--- src/lsc_pkg.sv ---
// Shared types and constants for the LRU slot cache policy block.
package lsc_pkg;

  localparam int LSC_NUM_ENTRIES = 32;
  localparam int LSC_CAPACITY    = 3;
  localparam int LSC_STAMP_W     = 32;
  localparam int LSC_INDEX_W     = 8;

  typedef enum logic [2:0] {
    ST_HIT       = 3'd0,
    ST_LOADED    = 3'd1,
    ST_FAILED    = 3'd2,
    ST_BAD_INDEX = 3'd3,
    ST_DISABLED  = 3'd4
  } lsc_status_t;

  typedef struct packed {
    logic [LSC_INDEX_W-1:0] request_index;
    logic                   fetch_ok;
  } lsc_req_t;

  typedef struct packed {
    lsc_status_t            status;
    logic                   evicted_valid;
    logic [LSC_INDEX_W-1:0] evicted_index;
  } lsc_rsp_t;

  // Victim search result handed from the scanner to the control.
  typedef struct packed {
    logic                   done;
    logic [LSC_INDEX_W-1:0] victim;
  } lsc_scan_t;

endpackage

--- src/lsc_ram.sv ---
// Generic single-write, single-read RAM with registered read data.
module lsc_ram #(
  parameter int WIDTH = 32,
  parameter int DEPTH = 32
) (
  input  logic                     clk,
  input  logic                     we,
  input  logic [$clog2(DEPTH)-1:0] waddr,
  input  logic [WIDTH-1:0]         wdata,
  input  logic [$clog2(DEPTH)-1:0] raddr,
  output logic [WIDTH-1:0]         rdata
);

  logic [WIDTH-1:0] mem [DEPTH];
  logic [WIDTH-1:0] rdata_r;

  always_ff @(posedge clk) begin
    if (we) begin
      mem[waddr] <= wdata;
    end
    rdata_r <= mem[raddr];
  end

  assign rdata = rdata_r;

endmodule

--- src/lsc_victim_scan.sv ---
// Sequential least-recently-used victim search over the stamp RAM.
module lsc_victim_scan import lsc_pkg::*; #(
  parameter int NUM_ENTRIES = LSC_NUM_ENTRIES
) (
  input  logic                           clk,
  input  logic                           rst_n,
  input  logic                           start,
  input  logic [NUM_ENTRIES-1:0]         resident,
  output logic [$clog2(NUM_ENTRIES)-1:0] rd_addr,
  input  logic [LSC_STAMP_W-1:0]         rd_data,
  output lsc_scan_t                      scan
);

  localparam int IDX_W = $clog2(NUM_ENTRIES);
  localparam logic [IDX_W-1:0] LAST = IDX_W'(NUM_ENTRIES - 1);

  logic                   busy_r, busy_nxt;
  logic [IDX_W-1:0]       addr_r, addr_nxt;
  logic                   rv_r, rv_nxt;
  logic [IDX_W-1:0]       ridx_r, ridx_nxt;
  logic                   found_r, found_nxt;
  logic [LSC_STAMP_W-1:0] best_r, best_nxt;
  logic [IDX_W-1:0]       victim_r, victim_nxt;
  logic                   done_r, done_nxt;

  assign rd_addr = addr_r;

  always_comb begin
    busy_nxt   = busy_r;
    addr_nxt   = addr_r;
    rv_nxt     = 1'b0;
    ridx_nxt   = ridx_r;
    found_nxt  = found_r;
    best_nxt   = best_r;
    victim_nxt = victim_r;
    done_nxt   = 1'b0;

    if (start) begin
      busy_nxt  = 1'b1;
      addr_nxt  = '0;
      found_nxt = 1'b0;
    end else if (busy_r) begin
      rv_nxt   = 1'b1;
      ridx_nxt = addr_r;
      if (addr_r == LAST) begin
        busy_nxt = 1'b0;
      end else begin
        addr_nxt = addr_r + IDX_W'(1);
      end
    end

    // read data for ridx_r arrives in the cycle after its address
    if (rv_r) begin
      if (resident[ridx_r] && (!found_r || rd_data < best_r)) begin
        found_nxt  = 1'b1;
        best_nxt   = rd_data;
        victim_nxt = ridx_r;
      end
      if (ridx_r == LAST) begin
        done_nxt = 1'b1;
      end
    end
  end

  always_ff @(posedge clk) begin
    if (!rst_n) begin
      busy_r  <= 1'b0;
      rv_r    <= 1'b0;
      done_r  <= 1'b0;
      found_r <= 1'b0;
      addr_r  <= '0;
    end else begin
      busy_r  <= busy_nxt;
      rv_r    <= rv_nxt;
      done_r  <= done_nxt;
      found_r <= found_nxt;
      addr_r  <= addr_nxt;
    end
    ridx_r   <= ridx_nxt;
    best_r   <= best_nxt;
    victim_r <= victim_nxt;
  end

  assign scan.done   = done_r;
  assign scan.victim = LSC_INDEX_W'(victim_r);

endmodule

--- src/lru_slot_cache_policy_core.sv ---
// Hit, miss below capacity, bad index and disabled: the result is registered in res_r,
// then moves to the output register from S_RES once the output is free.
// Miss at capacity: the victim scan reads one stamp per cycle from the RAM over all
// NUM_ENTRIES entries before the result is registered and moved to the output.
// One transaction in flight; the next is taken once the result moves to the output register.
// Synchronous active-low reset clears residency, counters and config;
// stamp RAM needs no clear since a stamp is read only for resident entries.
module lru_slot_cache_policy_core import lsc_pkg::*; #(
  parameter int NUM_ENTRIES = LSC_NUM_ENTRIES,
  parameter int CAPACITY    = LSC_CAPACITY
) (
  input  logic     clk,
  input  logic     rst_n,
  input  logic     in_valid,
  output logic     in_ready,
  input  lsc_req_t in_data,
  output logic     out_valid,
  input  logic     out_ready,
  output lsc_rsp_t out_data,
  input  logic     cfg_we,
  input  logic     cfg_wdata
);

  localparam int IDX_W = $clog2(NUM_ENTRIES);
  localparam int CNT_W = $clog2(NUM_ENTRIES + 1);
  localparam logic [31:0] CAP_V = 32'(CAPACITY);

  typedef enum logic [2:0] {
    S_IDLE = 3'b001,
    S_SCAN = 3'b010,
    S_RES  = 3'b100
  } state_t;

  state_t                 state_r, state_nxt;
  logic                   disabled_r;
  logic [NUM_ENTRIES-1:0] resident_r, resident_nxt;
  logic [CNT_W-1:0]       cnt_r, cnt_nxt;
  logic [LSC_STAMP_W-1:0] use_cnt_r, use_cnt_nxt;
  logic [IDX_W-1:0]       req_idx_r, req_idx_nxt;
  logic                   req_ok_r, req_ok_nxt;
  lsc_rsp_t               res_r, res_nxt;
  lsc_rsp_t               out_r, out_nxt;
  logic                   out_valid_r, out_valid_nxt;

  logic                   ram_we;
  logic [IDX_W-1:0]       ram_waddr;
  logic [LSC_STAMP_W-1:0] ram_wdata;
  logic [IDX_W-1:0]       ram_raddr;
  logic [LSC_STAMP_W-1:0] ram_rdata;

  logic                   scan_start;
  lsc_scan_t              scan;

  logic                   acc;
  logic                   idx_ok;
  logic [IDX_W-1:0]       in_idx;
  logic [IDX_W-1:0]       victim;
  logic [LSC_STAMP_W-1:0] use_inc;
  logic                   full;

  assign in_ready  = (state_r == S_IDLE);
  assign acc       = in_valid && in_ready;
  assign idx_ok    = {1'b0, in_data.request_index} < 9'(NUM_ENTRIES);
  assign in_idx    = in_data.request_index[IDX_W-1:0];
  assign victim    = scan.victim[IDX_W-1:0];
  assign use_inc   = use_cnt_r + 32'd1;
  assign full      = 32'(cnt_r) >= CAP_V;

  always_comb begin
    state_nxt     = state_r;
    resident_nxt  = resident_r;
    cnt_nxt       = cnt_r;
    use_cnt_nxt   = use_cnt_r;
    req_idx_nxt   = req_idx_r;
    req_ok_nxt    = req_ok_r;
    res_nxt       = res_r;
    out_nxt       = out_r;
    out_valid_nxt = out_valid_r && !out_ready;
    ram_we        = 1'b0;
    ram_waddr     = in_idx;
    ram_wdata     = use_inc;
    scan_start    = 1'b0;

    unique case (state_r)
      S_IDLE: begin
        if (acc) begin
          res_nxt.evicted_valid = 1'b0;
          res_nxt.evicted_index = '0;
          state_nxt             = S_RES;
          if (disabled_r) begin
            res_nxt.status = ST_DISABLED;
          end else if (!idx_ok) begin
            res_nxt.status = ST_BAD_INDEX;
          end else begin
            use_cnt_nxt = use_inc;
            req_idx_nxt = in_idx;
            req_ok_nxt  = in_data.fetch_ok;
            if (resident_r[in_idx]) begin
              ram_we         = 1'b1;
              res_nxt.status = ST_HIT;
            end else if (full) begin
              scan_start = 1'b1;
              state_nxt  = S_SCAN;
            end else if (in_data.fetch_ok) begin
              ram_we               = 1'b1;
              resident_nxt[in_idx] = 1'b1;
              cnt_nxt              = cnt_r + CNT_W'(1);
              res_nxt.status       = ST_LOADED;
            end else begin
              res_nxt.status = ST_FAILED;
            end
          end
        end
      end
      S_SCAN: begin
        if (scan.done) begin
          resident_nxt[victim]  = 1'b0;
          res_nxt.evicted_valid = 1'b1;
          res_nxt.evicted_index = scan.victim;
          state_nxt             = S_RES;
          // victim never equals the request: the request was not resident
          if (req_ok_r) begin
            ram_we                  = 1'b1;
            ram_waddr               = req_idx_r;
            ram_wdata               = use_cnt_r;
            resident_nxt[req_idx_r] = 1'b1;
            res_nxt.status          = ST_LOADED;
          end else begin
            cnt_nxt        = cnt_r - CNT_W'(1);
            res_nxt.status = ST_FAILED;
          end
        end
      end
      S_RES: begin
        if (!out_valid_r || out_ready) begin
          out_nxt       = res_r;
          out_valid_nxt = 1'b1;
          state_nxt     = S_IDLE;
        end
      end
      default: begin
        state_nxt = S_IDLE;
      end
    endcase
  end

  always_ff @(posedge clk) begin
    if (!rst_n) begin
      state_r     <= S_IDLE;
      disabled_r  <= 1'b0;
      resident_r  <= '0;
      cnt_r       <= '0;
      use_cnt_r   <= '0;
      out_valid_r <= 1'b0;
    end else begin
      state_r     <= state_nxt;
      resident_r  <= resident_nxt;
      cnt_r       <= cnt_nxt;
      use_cnt_r   <= use_cnt_nxt;
      out_valid_r <= out_valid_nxt;
      if (cfg_we) begin
        disabled_r <= cfg_wdata;
      end
    end
    req_idx_r <= req_idx_nxt;
    req_ok_r  <= req_ok_nxt;
    res_r     <= res_nxt;
    out_r     <= out_nxt;
  end

  assign out_valid = out_valid_r;
  assign out_data  = out_r;

  lsc_ram #(
    .WIDTH(LSC_STAMP_W),
    .DEPTH(NUM_ENTRIES)
  ) u_stamp_ram (
    .clk  (clk),
    .we   (ram_we),
    .waddr(ram_waddr),
    .wdata(ram_wdata),
    .raddr(ram_raddr),
    .rdata(ram_rdata)
  );

  lsc_victim_scan #(
    .NUM_ENTRIES(NUM_ENTRIES)
  ) u_victim_scan (
    .clk     (clk),
    .rst_n   (rst_n),
    .start   (scan_start),
    .resident(resident_r),
    .rd_addr (ram_raddr),
    .rd_data (ram_rdata),
    .scan    (scan)
  );

endmodule
--- config.mk ---
export PLATFORM = sky130hd
export DESIGN_NAME = lru_slot_cache_policy_core
export DESIGN_NICKNAME = d
export VERILOG_FILES = /design/src/lsc_pkg.sv /design/src/lsc_ram.sv /design/src/lsc_victim_scan.sv /design/src/lru_slot_cache_policy_core.sv
export SDC_FILE = /design/constraint.sdc
export NUM_CORES = 2
export LEC_CHECK = 0
export BUFFER_PORTS_ARGS = -buffer_cell sky130_fd_sc_hd__buf_2
export CAP_MARGIN = 40
export CORE_MARGIN = 2
export CORE_UTILIZATION = 40
export CTS_BUF_LIST = sky130_fd_sc_hd__clkbuf_16
export DETAILED_ROUTE_END_ITERATION = 6
export PLACE_DENSITY = 0.63
export SYNTH_ARGS = -nofsm -noshare
export SYNTH_HDL_FRONTEND = slang
export SYNTH_SLANG_ARGS = --single-unit
--- constraint.sdc ---
create_clock -name clk -period 18.5 [get_ports clk]
set_clock_uncertainty 0.05 [all_clocks]
set_input_delay 3.7 -clock clk [delete_from_list [all_inputs] [get_ports clk]]
set_output_delay 3.7 -clock clk [all_outputs]
set_load 0.02 [all_outputs]
==> results.py <==
metrics = {
    "timing": {
        "max_freq_ghz": 0.150,
        "finalSetupViolations": 0,
        "finalMaxSlewViolations": 0,
        "tns_ns": 0,
        "fin_ws_ns": 11.83,
        "post-route-period-util_pct": 36.0,
        "grt_setup_unrepaired": "no",
        "worst_slew_pin_slew_ns": 0.974,
        "slew_headroom_pct": 35.1,
        "hold_viol_final": 0,
        "period_needed_ns": 6.67,
    },
    "logic_synthesis": {
        "synth_top_cell_by_area": "edfxtp_1",
        "yosysSeqAreaShare_pct": 73.3,
        "synth_ff_type": "edfxtp_1",
        "yosysWarnings": 0,
        "syn-mean-instance-area_um2": 20.0,
        "synth-edff-count": 1090,
        "yosys.area.top_type_share_pct": 68.5,
        "netlist_area_um2": 47800,
        "yosysUniqueCellTypes": 75,
        "ys_async_sr_fraction_pct": 0,
        "syn_inst": 2394,
        "ys_seq_elements": 1206,
        "yosys-top-cells-area": "edfxtp_1 (68%), mux4_2 (15%), dfxtp_1 (4.9%), mux2_2 (1.0%), ha_1 (0.99%)",
    },
    "global_routing": {
        "grt_max_degree": 135,
        "grt_usage_pct": 20.0,
        "grt_pass1_wl_um": 174000,
        "antenna_found_initial": 24,
        "grt_pass1_vias": 23800,
        "grt_overflow": 0,
    },
    "place": {
        "placed_area_um2": 51800,
        "dp.cells": 3927,
        "pre_cts_slack_ns": 11.21,
        "dp_hpwl_um": 79700,
        "place_congestion": 0.891,
        "io_buffers": 25,
    },
    "clocking": {
        "clockRootBuffer": "clkbuf_16",
        "clock_path_buffers": 3,
        "cts_made_buffers": 112,
        "clk_pin_slew_worst_paths_ns": 0.06,
        "cts_setup_buffers": 0,
        "ctsHoldBuffers": 0,
        "h-tree-depth": 3,
        "ctsResizeCount": 0,
        "clock_latency_ns": 0.70,
        "cts_sinks": 1206,
        "cts_tree": "done",
    },
    "worst_setup_path": {
        "cpMostUsedCell": "buf_16",
        "worst_setup_path_start_kind": "input port",
        "timing.rr.start": "state_r[1]",
        "slowest_stage": "nor3b_1",
        "critPathRequiredTime_ns": 18.85,
        "worstSetupStartpoint": "in_data[4]",
        "cp-end-kind": "flip-flop",
        "timing_worst_setup_path_type": "input port to flip-flop",
        "path_cells": "buf_2 > nor3b_1 > a222oi_1 > and3_1 > o221ai_2 > a41oi_4 > buf_16 > nor2_4 > buf_16",
        "arrival_ns": 7.02,
        "critPathMaxStageDelay_ns": 0.59,
        "crit_fanout": 18,
    },
    "job": {
        "max_cap_viol_count": 0,
    },
    "drt": {
        "vias": 24500,
        "wl_met1_um": 52100,
        "detail_route.iter0.violations": 3356,
        "firstDrtPassIters": 5,
        "wl_met2_um": 54900,
        "met3_length_um": 12400,
        "wl_per_cell_um": 29.5,
        "drc_errors": 0,
        "viasPerCell": 5.93,
        "postRouteAntennaNets": 0,
        "routed_wl_um": 122000,
        "highest_layer": "met4",
    },
    "finish": {
        "nets": 2560,
        "area_delta_synth_final_pct": 16.3,
        "multi_input_area_um2": 12900,
        "layout_commonest_cell": "edfxtp_1",
        "final_cells": 4139,
        "final-seq-area_um2": 35100,
        "drive_above_1_share_pct": 28.5,
        "final_cell_mix": "edfxtp_1 (1090), mux4_2 (326), clkbuf_16 (113)",
        "nFillCells": 9566,
        "stdcell_area_um2": 55600,
    },
    "power": {
        "p_leak_nw": 14.5,
        "finalPower_mw": 5.34,
        "ir_worst_vdd_v": 0.0000880,
        "power.density_nw_per_um2": 96.1,
    },
    "floorplan": {
        "coreArea_um2": 118000,
        "io_pins": 29,
        "rows": 126,
        "die_h_um": 350,
        "initial_utilization_pct": 40.4,
        "die_x_um": 350,
        "dieArea_um2": 122000,
    },
    "worst_hold_path": {
        "holdCritPathClass": "flip-flop to flip-flop",
        "hp-start": "res_r[4]",
    },
    "run_status": {
        "status": "finished clean",
    },
}
-- logic make-up (layout without fill, tap and decap cells) --
| family | after synthesis | after routing | synth area share, % |
|---|---|---|---|
| other cells | 1 | 6 | 0.00785 |
| buf+inv | 172 | 376 | 1.52 |
| flops | 1206 | 1206 | 73.3 |
| compound gates | 198 | 198 | 2.73 |
| simple gates | 336 | 336 | 3.57 |
| fa+ha+maj | 39 | 39 | 1.04 |
| xor+xnor | 59 | 59 | 1.08 |
| mux | 383 | 383 | 16.7 |
-- cell usage after synthesis, types with 2 or more instances --
master        n
edfxtp_1   1090
mux4_2      326
dfxtp_1     116
nor2_1       96
clkbuf_1     70
nand2_1      69
o21ai_0      58
inv_1        46
mux2_2       44
nand3_1      43
ha_1         38
a21oi_1      35
buf_2        32
xor2_1       32
a22oi_1      31
o211ai_1     27
xnor2_1      27
nor3_1       20
buf_1        16
nand4_1      16
and2_1       14
or3_1        12
and3_1       10
mux2i_1      10
nor2b_1      10
and4_1        9
nand3b_1      9
nand2b_1      8
a31oi_1       7
a21o_1        6
nor3b_1       5
and3b_1       4
buf_4         4
a211oi_1      3
a311oi_1      3
buf_6         3
a2111o_1      2
a2111oi_0     2
a21boi_0      2
a21oi_2       2
a222oi_1      2
o31ai_1       2
-- critical path: cells and delay by family --
family,cells,cell delay [ns]
buf+inv,3,0.76
simple gates,3,1.35
compound gates,3,1.18
-- power by group --
group	internal (mW)	switching, mW
clock	1.35	1.01
combinational	0.0122	0.0311
sequential	2.93	0.00299
-- layer usage --
layer / up-vias / global-route usage, %
met4: 0 / 4.66
li1: 10100 / -
met2: 1248 / 29.9
met1: 13100 / 30.4
met3: 149 / 3.95
met5: - / 0
-- final cells by class --
type                            count  area share, %
Multi-Input combinational cell   1018           23.2
Clock buffer                      113           5.09
Timing Repair Buffer              122           3.14
Tap cell                         1536           3.46
Antenna cell                        3         0.0135
Sequential cell                  1206           63.1
Inverter                           46          0.311
Clock inverter                     95           1.74
-- path summary, 6_finish.rpt --
path | end | depth (start not counted) | slack, ns
max | u_stamp_ram.mem[31][13] | 9 | 11.83
min | out_data[4] | 0 | 0.37
max reg2reg | u_stamp_ram.mem[24][17] | 7 | 13.58
min reg2reg | out_data[4] | 0 | 0.37
-- state kept, by name, summed over array words and instances, names as in the netlist --
name / flops
state_r: 3
res_r: 9
disabled_r: 1
u_victim_scan.victim_r: 5
req_idx_r: 5
use_cnt_r: 32
out_data: 9
u_victim_scan.done_r: 1
u_victim_scan.ridx_r: 5
out_valid: 1
u_victim_scan.rd_addr: 5
u_victim_scan.best_r: 32
resident_r: 32
u_victim_scan.rv_r: 1
u_stamp_ram.rdata: 32
cnt_r: 6
req_ok_r: 1
u_victim_scan.busy_r: 1
u_stamp_ram.mem: 1024
u_victim_scan.found_r: 1
-- stage by stage --
stage / util (%) / hold WS (ns)
global placement: 42.7 / 0.352
global route: 47.0 / 0.372
detailed placement: 43.8 / 0.356
CTS: 47.0 / 0.370
finish: 47.0 / 0.368
floorplan: - / 0.350
Note: power is estimated with default switching activity, not from simulation.
